===== config.mk =====
export PLATFORM = sky130hd
export DESIGN_NAME = sound_speed_profile_interpolator
export DESIGN_NICKNAME = d
export VERILOG_FILES = /design/src/rtl/core/ssp_pkg.sv /design/src/rtl/core/ssp_cell.sv /design/src/rtl/core/ssp_div.sv /design/src/rtl/core/sound_speed_profile_interpolator.sv
export VERILOG_INCLUDE_DIRS = /design/src /design/src/rtl/core
export SDC_FILE = /design/constraint.sdc
export NUM_CORES = 2
export LEC_CHECK = 0
export ABC_CLOCK_PERIOD_IN_PS = 7700
export BUFFER_PORTS_ARGS = -buffer_cell sky130_fd_sc_hd__buf_2
export CORE_AREA = 2 2 418 524
export DETAILED_ROUTE_END_ITERATION = 12
export DIE_AREA = 0 0 420 526
export PLACE_DENSITY = 0.63
export SLEW_MARGIN = 15
export SYNTH_ARGS = -nofsm -noshare
export SYNTH_HDL_FRONTEND = slang
export SYNTH_SLANG_ARGS = --single-unit

===== constraint.sdc =====
create_clock -name clock -period 7.7 [get_ports clock]
set_clock_uncertainty 0.1 [all_clocks]
set_input_delay 0 -clock clock [delete_from_list [all_inputs] [get_ports clock]]
set_output_delay 0 -clock clock [all_outputs]
set_load 0.05 [all_outputs]

===== src/rtl/core/assert_macros.svh =====
// ----------------------------------------------------------------------------
// Assertion macros
// Shared concurrent assertion wrappers for the sound speed profile block.
// ----------------------------------------------------------------------------
`ifndef ASSERT_MACROS_SVH
`define ASSERT_MACROS_SVH

// Checked at every rising clock edge, switched off while reset is high.
`define ASSERT_CLK_RST(label, clk, rst, prop, msg) \
   label: assert property (@(posedge clk) disable iff (rst) prop) else $error(msg);

// Checked at every rising clock edge, reset included.
`define ASSERT_CLK(label, clk, prop, msg) \
   label: assert property (@(posedge clk) prop) else $error(msg);

`endif


===== src/rtl/core/ssp_pkg.sv =====
// ----------------------------------------------------------------------------
// ssp_pkg
// Types, codes and reset profile of the sound speed profile interpolator.
// ----------------------------------------------------------------------------
package ssp_pkg;

   localparam int DEPTH_W = 20;
   localparam int SPEED_W = 19;
   localparam int INDEX_W = 3;
   localparam int SEG_W   = 3;
   localparam int RC_W    = 2;
   localparam int COUNT_W = 4;
   localparam int CSR_W   = 19;
   localparam int CSR_IDX_W = 1;

   // Slots that a request can address through its 3-bit index
   localparam int LOADABLE = 8;

   // Divider: one quotient bit per step, quotient never wider than a speed
   localparam int QBITS = SPEED_W;
   localparam int CNT_W = 5;
   localparam int PROD_W = SPEED_W + DEPTH_W;

   // Request opcodes
   localparam logic OP_LOAD  = 1'b0;
   localparam logic OP_QUERY = 1'b1;

   // Register indexes
   localparam logic [CSR_IDX_W-1:0] CSR_POINT_COUNT   = 1'b0;
   localparam logic [CSR_IDX_W-1:0] CSR_DEFAULT_SPEED = 1'b1;

   // Range codes
   localparam logic [RC_W-1:0] RC_INTERP  = 2'd0;
   localparam logic [RC_W-1:0] RC_SHALLOW = 2'd1;
   localparam logic [RC_W-1:0] RC_DEEP    = 2'd2;
   localparam logic [RC_W-1:0] RC_DEFAULT = 2'd3;

   // Register reset values
   localparam logic [COUNT_W-1:0] POINT_COUNT_RESET   = 4'd7;
   localparam logic [SPEED_W-1:0] DEFAULT_SPEED_RESET = 19'd384000;

   typedef struct packed {
      logic               opcode;
      logic [INDEX_W-1:0] point_index;
      logic [DEPTH_W-1:0] depth;
      logic [SPEED_W-1:0] speed;
   } req_type;

   typedef struct packed {
      logic [SPEED_W-1:0] sound_speed;
      logic [SEG_W-1:0]   segment;
      logic [RC_W-1:0]    range_case;
   } rsp_type;

   // Breakpoint write broadcast to the cell row
   typedef struct packed {
      logic               en;
      logic [INDEX_W-1:0] index;
      logic [DEPTH_W-1:0] depth;
      logic [SPEED_W-1:0] speed;
   } load_type;

   // Query token that walks the cell row
   typedef struct packed {
      logic               valid;
      logic [DEPTH_W-1:0] depth;
      logic [DEPTH_W-1:0] prev_d;
      logic [SPEED_W-1:0] prev_s;
      logic               shallow;
      logic               deep;
      logic [SPEED_W-1:0] res_spd;
      logic               found;
      logic [SEG_W-1:0]   seg;
      logic [DEPTH_W-1:0] d0;
      logic [DEPTH_W-1:0] d1;
      logic [SPEED_W-1:0] s0;
      logic [SPEED_W-1:0] s1;
   } tok_type;

   typedef enum logic [2:0] {
      DV_IDLE,
      DV_MULT,
      DV_DIVIDE,
      DV_APPLY,
      DV_FINISH
   } div_state_type;

   // Built-in profile, slots past the seventh are zero
   function automatic logic [DEPTH_W-1:0] init_depth(input int k);
      unique case (k)
         0: return 20'd0;
         1: return 20'd800;
         2: return 20'd3200;
         3: return 20'd8000;
         4: return 20'd16000;
         5: return 20'd32000;
         6: return 20'd64000;
         default: return '0;
      endcase
   endfunction

   function automatic logic [SPEED_W-1:0] init_speed(input int k);
      unique case (k)
         0: return 19'd391680;
         1: return 19'd386560;
         2: return 19'd381440;
         3: return 19'd378880;
         4: return 19'd380160;
         5: return 19'd384000;
         6: return 19'd389120;
         default: return '0;
      endcase
   endfunction

endpackage


===== src/rtl/core/ssp_cell.sv =====
// ----------------------------------------------------------------------------
// ssp_cell
// One breakpoint of the profile. Holds its depth and speed, checks the
// passing query token against its segment and forwards the token.
// ----------------------------------------------------------------------------
module ssp_cell #(
   parameter int CELL_INDEX = 0,
   parameter int NW         = 4
) (
   input  logic             clock,
   input  logic             reset,
   input  logic [NW-1:0]    n_eff,
   input  ssp_pkg::load_type load,
   input  ssp_pkg::tok_type tok_in,
   output ssp_pkg::tok_type tok_out
);
   import ssp_pkg::*;

   localparam logic [NW-1:0] IDX    = NW'(CELL_INDEX);
   localparam logic [NW-1:0] LAST_N = NW'(CELL_INDEX + 1);
   localparam int            SEG_ID = (CELL_INDEX == 0) ? 0 : CELL_INDEX - 1;
   localparam logic          CAN_LOAD = (CELL_INDEX < LOADABLE);

   logic [DEPTH_W-1:0] depth_ff, depth_in;
   logic [SPEED_W-1:0] speed_ff, speed_in;
   tok_type            tok_ff, tok_in_nxt;
   logic               active, last, hit;

   assign active = (IDX < n_eff);
   assign last   = (LAST_N == n_eff);
   assign hit    = CAN_LOAD && load.en && (load.index == INDEX_W'(CELL_INDEX));

   // Breakpoint write
   always_comb begin
      depth_in = depth_ff;
      speed_in = speed_ff;
      if (hit) begin
         depth_in = load.depth;
         speed_in = load.speed;
      end
   end

   // Token update: shallow clamp at the head, segment test, deep clamp at the end
   always_comb begin
      tok_in_nxt = tok_in;
      if (CELL_INDEX == 0 && active && tok_in.depth <= depth_ff) begin
         tok_in_nxt.shallow = 1'b1;
         tok_in_nxt.res_spd = speed_ff;
      end
      if (CELL_INDEX >= 1 && active && !tok_in.found &&
          tok_in.depth >= tok_in.prev_d && tok_in.depth <= depth_ff) begin
         tok_in_nxt.found = 1'b1;
         tok_in_nxt.seg   = SEG_W'(SEG_ID);
         tok_in_nxt.d0    = tok_in.prev_d;
         tok_in_nxt.s0    = tok_in.prev_s;
         tok_in_nxt.d1    = depth_ff;
         tok_in_nxt.s1    = speed_ff;
      end
      if (last && !tok_in_nxt.shallow && tok_in.depth >= depth_ff) begin
         tok_in_nxt.deep    = 1'b1;
         tok_in_nxt.res_spd = speed_ff;
      end
      tok_in_nxt.prev_d = depth_ff;
      tok_in_nxt.prev_s = speed_ff;
   end

   always_ff @(posedge clock) begin
      if (reset) begin
         depth_ff <= init_depth(CELL_INDEX);
         speed_ff <= init_speed(CELL_INDEX);
         tok_ff   <= '0;
      end else begin
         depth_ff <= depth_in;
         speed_ff <= speed_in;
         tok_ff   <= tok_in_nxt;
      end
   end

   assign tok_out = tok_ff;

endmodule


===== src/rtl/core/ssp_div.sv =====
// ----------------------------------------------------------------------------
// ssp_div
// Resolves the token leaving the cell row and, for an interpolated request,
// runs one multiply and a restoring divide, one quotient bit per cycle.
// ----------------------------------------------------------------------------
`include "assert_macros.svh"

module ssp_div (
   input  logic                    clock,
   input  logic                    reset,
   input  ssp_pkg::tok_type        tok_in,
   input  logic                    empty,
   input  logic [ssp_pkg::SPEED_W-1:0] default_speed,
   output logic                    rsp_valid,
   output ssp_pkg::rsp_type        rsp_item
);
   import ssp_pkg::*;

   div_state_type      state_ff, state_in;
   logic [SPEED_W-1:0] res_ff, res_in;
   logic [SEG_W-1:0]   seg_ff, seg_in;
   logic [RC_W-1:0]    rc_ff, rc_in;
   logic [SPEED_W-1:0] s0_ff, s0_in;
   logic               neg_ff, neg_in;
   logic [SPEED_W-1:0] ds_ff, ds_in;
   logic [DEPTH_W-1:0] off_ff, off_in;
   logic [DEPTH_W-1:0] span_ff, span_in;
   logic [DEPTH_W-1:0] rem_ff, rem_in;
   logic [QBITS-1:0]   lo_ff, lo_in;
   logic [CNT_W-1:0]   cnt_ff, cnt_in;

   logic [PROD_W-1:0]  prod;
   logic [DEPTH_W+1:0] trial;

   assign prod  = PROD_W'(ds_ff) * PROD_W'(off_ff);
   assign trial = {1'b0, rem_ff, lo_ff[QBITS-1]} - {2'b00, span_ff};

   // Next state and datapath
   always_comb begin
      state_in = state_ff;
      res_in   = res_ff;
      seg_in   = seg_ff;
      rc_in    = rc_ff;
      s0_in    = s0_ff;
      neg_in   = neg_ff;
      ds_in    = ds_ff;
      off_in   = off_ff;
      span_in  = span_ff;
      rem_in   = rem_ff;
      lo_in    = lo_ff;
      cnt_in   = cnt_ff;
      unique case (state_ff)
         DV_IDLE: begin
            if (tok_in.valid) begin
               state_in = DV_FINISH;
               seg_in   = '0;
               priority if (empty) begin
                  res_in = default_speed;
                  rc_in  = RC_DEFAULT;
               end else if (tok_in.shallow) begin
                  res_in = tok_in.res_spd;
                  rc_in  = RC_SHALLOW;
               end else if (tok_in.deep) begin
                  res_in = tok_in.res_spd;
                  rc_in  = RC_DEEP;
               end else if (tok_in.found) begin
                  rc_in  = RC_INTERP;
                  seg_in = tok_in.seg;
                  res_in = tok_in.s0;
                  s0_in  = tok_in.s0;
                  neg_in = (tok_in.s1 < tok_in.s0);
                  ds_in  = (tok_in.s1 < tok_in.s0) ? tok_in.s0 - tok_in.s1
                                                   : tok_in.s1 - tok_in.s0;
                  off_in  = tok_in.depth - tok_in.d0;
                  span_in = tok_in.d1 - tok_in.d0;
                  // zero-width segment keeps its first speed
                  if (tok_in.d1 != tok_in.d0) begin
                     state_in = DV_MULT;
                  end
               end else begin
                  res_in = default_speed;
                  rc_in  = RC_DEFAULT;
               end
            end
         end
         DV_MULT: begin
            // quotient fits QBITS, so the upper product bits stay below span
            rem_in   = prod[PROD_W-1:QBITS];
            lo_in    = prod[QBITS-1:0];
            cnt_in   = '0;
            state_in = DV_DIVIDE;
         end
         DV_DIVIDE: begin
            if (!trial[DEPTH_W+1]) begin
               rem_in = trial[DEPTH_W-1:0];
            end else begin
               rem_in = {rem_ff[DEPTH_W-2:0], lo_ff[QBITS-1]};
            end
            lo_in  = {lo_ff[QBITS-2:0], !trial[DEPTH_W+1]};
            cnt_in = cnt_ff + 1'b1;
            if (cnt_ff == CNT_W'(QBITS - 1)) begin
               state_in = DV_APPLY;
            end
         end
         DV_APPLY: begin
            res_in   = neg_ff ? s0_ff - lo_ff : s0_ff + lo_ff;
            state_in = DV_FINISH;
         end
         DV_FINISH: begin
            state_in = DV_IDLE;
         end
         default: begin
            state_in = DV_IDLE;
         end
      endcase
   end

   always_ff @(posedge clock) begin
      if (reset) begin
         state_ff <= DV_IDLE;
      end else begin
         state_ff <= state_in;
      end
   end

   always_ff @(posedge clock) begin
      res_ff  <= res_in;
      seg_ff  <= seg_in;
      rc_ff   <= rc_in;
      s0_ff   <= s0_in;
      neg_ff  <= neg_in;
      ds_ff   <= ds_in;
      off_ff  <= off_in;
      span_ff <= span_in;
      rem_ff  <= rem_in;
      lo_ff   <= lo_in;
      cnt_ff  <= cnt_in;
   end

   assign rsp_valid            = (state_ff == DV_FINISH);
   assign rsp_item.sound_speed = res_ff;
   assign rsp_item.segment     = seg_ff;
   assign rsp_item.range_case  = rc_ff;

   // Remainder stays below the divisor throughout the divide
   `ASSERT_CLK_RST(a_rem_below_span, clock, reset, (state_ff == DV_DIVIDE) |-> (rem_ff < span_ff), "divider remainder not below span")
   // A token only arrives when the unit is free
   `ASSERT_CLK_RST(a_tok_when_idle, clock, reset, tok_in.valid |-> (state_ff == DV_IDLE), "token arrived while divider busy")

endmodule


===== src/rtl/core/sound_speed_profile_interpolator.sv =====
// ----------------------------------------------------------------------------
// sound_speed_profile_interpolator
// Piecewise linear sound speed lookup over a loadable breakpoint profile.
// ----------------------------------------------------------------------------
//  channel   ports                          direction  handshake
//  request   start, busy, req_item          in         start & !busy
//  result    rsp_valid, rsp_item            out        one-cycle strobe
//  csr       csr_we, csr_index, csr_wdata   in         write on csr_we
//
//  A load request gives no result.
//  A query walks the row of PROFILE_POINTS cells, one cell per cycle, and
//  is resolved in the divider; an interpolated one also passes through one
//  multiply plus a 19-step restoring divide before its result strobes.
//  busy stays high until the strobe, so a new request can be taken the
//  cycle after it.
//  Synchronous reset restores the built-in profile and register defaults.
// ----------------------------------------------------------------------------
`include "assert_macros.svh"

module sound_speed_profile_interpolator #(
   parameter int PROFILE_POINTS = 8
) (
   input  logic                              clock,
   input  logic                              reset,
   input  logic                              start,
   output logic                              busy,
   input  ssp_pkg::req_type                  req_item,
   output logic                              rsp_valid,
   output ssp_pkg::rsp_type                  rsp_item,
   input  logic                              csr_we,
   input  logic [ssp_pkg::CSR_IDX_W-1:0]     csr_index,
   input  logic [ssp_pkg::CSR_W-1:0]         csr_wdata
);
   import ssp_pkg::*;

   localparam int NW = $clog2(PROFILE_POINTS + 1);
   localparam logic [7:0] POINTS8 = 8'(PROFILE_POINTS);

   logic [COUNT_W-1:0] point_count_ff, point_count_in;
   logic [SPEED_W-1:0] default_speed_ff, default_speed_in;
   logic               busy_ff, busy_in;
   logic               accept, query_accept;
   logic [7:0]         count8, n8;
   logic [NW-1:0]      n_eff;
   load_type           load;
   tok_type            tok_head;
   tok_type            chain [PROFILE_POINTS+1];

   assign accept       = start && !busy_ff;
   assign query_accept = accept && (req_item.opcode == OP_QUERY);

   // Configuration registers
   always_comb begin
      point_count_in   = point_count_ff;
      default_speed_in = default_speed_ff;
      if (csr_we) begin
         unique case (csr_index)
            CSR_POINT_COUNT:   point_count_in   = csr_wdata[COUNT_W-1:0];
            CSR_DEFAULT_SPEED: default_speed_in = csr_wdata[SPEED_W-1:0];
            default: ;
         endcase
      end
   end

   // Busy from query accept until its result strobe
   always_comb begin
      busy_in = busy_ff;
      if (rsp_valid) begin
         busy_in = 1'b0;
      end else if (query_accept) begin
         busy_in = 1'b1;
      end
   end

   always_ff @(posedge clock) begin
      if (reset) begin
         point_count_ff   <= POINT_COUNT_RESET;
         default_speed_ff <= DEFAULT_SPEED_RESET;
         busy_ff          <= 1'b0;
      end else begin
         point_count_ff   <= point_count_in;
         default_speed_ff <= default_speed_in;
         busy_ff          <= busy_in;
      end
   end

   assign busy = busy_ff;

   // Breakpoints in use, counts past the row act as the full row
   assign count8 = 8'(point_count_ff);
   assign n8     = (count8 > POINTS8) ? POINTS8 : count8;
   assign n_eff  = n8[NW-1:0];

   // Load broadcast
   assign load.en    = accept && (req_item.opcode == OP_LOAD);
   assign load.index = req_item.point_index;
   assign load.depth = req_item.depth;
   assign load.speed = req_item.speed;

   // Fresh token entering the row
   always_comb begin
      tok_head       = '0;
      tok_head.valid = query_accept;
      tok_head.depth = req_item.depth;
   end

   assign chain[0] = tok_head;

   // Cell row
   for (genvar k = 0; k < PROFILE_POINTS; k++) begin : g_cell
      ssp_cell #(
         .CELL_INDEX(k),
         .NW        (NW)
      ) u_cell (
         .clock  (clock),
         .reset  (reset),
         .n_eff  (n_eff),
         .load   (load),
         .tok_in (chain[k]),
         .tok_out(chain[k+1])
      );
   end

   // Resolve and divide
   ssp_div u_div (
      .clock        (clock),
      .reset        (reset),
      .tok_in       (chain[PROFILE_POINTS]),
      .empty        (n_eff == '0),
      .default_speed(default_speed_ff),
      .rsp_valid    (rsp_valid),
      .rsp_item     (rsp_item)
   );

   // A result only comes for a query in flight, and frees the block
   `ASSERT_CLK_RST(a_rsp_while_busy, clock, reset, rsp_valid |-> busy_ff, "result strobe without a query in flight")
   `ASSERT_CLK_RST(a_free_after_rsp, clock, reset, rsp_valid |=> !busy_ff, "block still busy after result")
   // Only interpolated results name a segment
   `ASSERT_CLK_RST(a_seg_zero, clock, reset, (rsp_valid && (rsp_item.range_case != RC_INTERP)) |-> (rsp_item.segment == '0), "clamped or default result with nonzero segment")

endmodule

==> flow_metrics.py <==
metrics = {
    "synth": {
        "synth_top_family_by_area": "simple AND/OR/NAND/NOR gates",
        "synth-simple-area-share": 0.181,
        "synth_xor_area_frac": 0.0127,
        "ys_seq_area_frac": 0.425,
        "yosys_warnings": 0,
        "yosys.area.top_type": "dfxtp_1",
        "synthAdderAreaFrac": 0.159,
        "synth_area_leaders": "dfxtp_1 (37%), ha_1 (8.3%), fa_1 (7.6%)",
        "synth_top_area_frac": 0.371,
        "async_flop_share": 0,
        "synth_cells": 8385,
        "ys_seq_elements": 1662,
        "synthMuxAreaShare": 0.0815,
        "synth_fp_nets": 9303,
        "synth_compound_area_frac": 0.0795,
        "syn_area_per_cell_um2": 9.74,
        "netlist-cell-type-count": 84,
        "syn_area_um2": 81700,
        "yosys_most_used_dff": "dfxtp_1",
        "synth_edf_count": 147,
    },
    "timing": {
        "worstMarginPinSlew_ns": 1.22,
        "grt_setup_unrepaired": "no",
        "drv_slew": 0,
        "min_period_ns": 7.37,
        "tns_ns": 0,
        "relSlewSlack": 0.188,
        "finalCritPeriodShare": 0.957,
        "fmax_mhz": 136,
        "hold_viol": 0,
        "final-setup-viol-count": 0,
    },
    "critical_path": {
        "crit_path_start": "u_div.off_ff[11]$_DFFE_PP_",
        "end_kind": "flop",
        "crit_fanout": 19,
        "critPathRequiredTime_ns": 8.13,
        "rr_startpoint": "u_div.off_ff[11]$_DFFE_PP_",
        "cp-start-kind": "flop",
        "arrival_ns": 7.79,
        "path_class": "reg2reg",
    },
    "clocking": {
        "cts_sinks": 1662,
        "cts_tree": "built",
        "clk_latency_ns": 0.82,
        "clkSlewWorstSetupHoldPaths_ns": 0.07,
        "cts_htree_levels": 4,
        "cts_buffers": 167,
        "cts_resized": 0,
        "cts_buffer_depth": 3,
        "cts_root_buf": "clkbuf_16",
    },
    "cells_and_area": {
        "stdcell_count": 11500,
        "drive_above_1_share": 0.0774,
        "nets": 9366,
        "final_common_cell": "dfxtp_1",
        "syn_to_final_growth_pct": 12.8,
        "layout_common_cells": "dfxtp_1 (1515), inv_1 (809), nand2_1 (698)",
    },
    "power_and_ir_drop": {
        "powerDensity_nw_per_um2": 202,
        "peakVddDrop_uv": 224,
        "leakage_nw": 39.3,
    },
    "floorplan": {
        "fp.dieArea_um2": 221000,
        "row_count": 191,
        "die-width_um": 420,
        "core-area_um2": 216000,
        "initial_core_util": 0.379,
        "boundaryPins": 93,
        "die_height_um": 526,
    },
    "routing": {
        "drt_iter0_markers": 3342,
        "wl_um": 206000,
        "drc": 0,
        "antenna_left": 0,
        "first_pass_iters": 7,
        "via_count": 55100,
        "routedWlPerCell_um": 17.9,
        "vias_per_cell": 4.80,
    },
    "placed_design": {
        "io_buffers": 92,
        "hpwl_um": 154000,
        "place_inst": 11000,
        "gp_congestion": 0.923,
    },
    "global_routing": {
        "grt_pass1_vias": 56400,
        "grt_overflow_total": 0,
        "antenna_found_initial": 1,
        "grt_usage": 0.186,
        "grt_pass1_wl_um": 324000,
        "grt_max_degree": 271,
    },
    "run_status": {
        "status": "complete, no violations",
    },
    "hold_path": {
        "min_path_type": "in2reg",
        "min_from": "csr_wdata[3]",
    },
    "run": {
        "drv_cap": 0,
    },
}
## critical path: stages (launching register included)
cell,delay [ns]
edfxtp_1,0.70
and2_1,0.29
fa_1,0.55
inv_1,0.07
fa_1,0.53
inv_1,0.05
fa_1,0.48
fa_1,0.51
fa_1,0.50
inv_1,0.05
fa_1,0.54
inv_1,0.07
ha_1,0.37
a21oi_1,0.34
o211ai_1,0.18
a31oi_1,0.47
o211ai_1,0.37
a31oi_1,0.39
o21bai_1,0.18
xnor2_1,0.22
a22oi_1,0.12
## power breakdown
part / internal [mW] / switching (mW)
clock: 4.79 / 3.49
combinational: 0.532 / 0.794
sequential: 8.91 / 0.0765
## Yosys cell counts, types with 19 or more instances
cell type / number
nand3_1: 46
xor2_1: 40
mux2_2: 160
nor4_1: 22
and3_1: 22
a21oi_1: 348
o21ai_0: 120
or3_1: 21
fa_1: 311
nor3_1: 88
mux2i_1: 441
xnor2_1: 78
and2_1: 217
ha_1: 540
dfxtp_1: 1515
nor3b_1: 48
a21o_1: 116
edfxtp_1: 147
o211ai_1: 19
nand2_1: 698
mux2_1: 38
nor2_1: 546
buf_2: 47
o21a_1: 44
clkbuf_1: 372
nand4_1: 56
a211oi_1: 36
nand3b_1: 79
inv_1: 809
buf_4: 28
nand2b_1: 457
nor2b_1: 519
o22a_1: 115
## state kept, by name, summed over array words and instances, names as in the netlist, 20 cells and up
signal / flops
g_cell.u_cell.speed_ff: 152
u_div.rem_ff: 20
g_cell.u_cell.tok_out: 1176
u_div.off_ff: 20
u_div.span_ff: 20
g_cell.u_cell.depth_ff: 160
## per-layer routing
metal,GRT usage,part of all wire,up-vias
met2,0.309,0.47,993
met1,0.246,0.46,26200
li1,-,-,27600
met4,0.0657,0.035,2
met3,0.0242,0.036,336
met5,0,0.000063,-
## through the flow
stage               hold slack [ns]  instance area, µm²  worst slack [ns]  power (mW)   util
floorplan                    0.0239               81700             0.438        10.0      -
global placement              0.141               84800             0.444        10.4  0.393
detailed placement            0.129               84800             0.351        10.4  0.393
CTS                         0.00115               92100             0.345        18.8  0.427
global route                 0.0384               92200           0.00230        19.3  0.427
finish                       0.0394               92200             0.331        18.6  0.427
## final cells by class
type | count | area [µm²]
multi-input combinational | 5447 | 42100
inverter | 811 | 3040
sequential | 1662 | 34700
tap | 2895 | 3620
fill | 20500 | 124000
timing repair buffer | 359 | 3000
antenna | 1 | 2.50
clock buffer | 241 | 4860
clock inverter | 58 | 763
## kinds of logic (layout without fill, tap and decap cells)
family | count (synthesis) | after routing
adder cells (fa/ha/maj) | 851 | 851
flip-flops | 1662 | 1662
buffers and inverters | 1276 | 1469
multiplexers | 640 | 640
AO/OA/AOI/OAI | 982 | 982
XOR/XNOR | 118 | 118
AND/OR/NAND/NOR | 2856 | 2856
other | 0 | 1
## what timing repair did
action,CTS,global route
endpoints found under the hold margin,466,0
hold buffers,171,0
buffers inserted,0,7
endpoints found under the setup margin,0,2
## path summary, 6_finish.rpt
kind | slack [ns] | cells after the start | to
worst max register to register | 0.33 | 20 | u_div.rem_ff[11]$_DFFE_PP_
worst max-delay path | 0.33 | 20 | u_div.rem_ff[11]$_DFFE_PP_
worst min register to register | 0.33 | 2 | g_cell[1].u_cell.tok_out[101]$_SDFF_PP0_
worst min-delay path | 0.04 | 4 | point_count_ff[3]$_SDFFE_PP0P_
No activity file was read; power rests on OpenSTA's default activity.
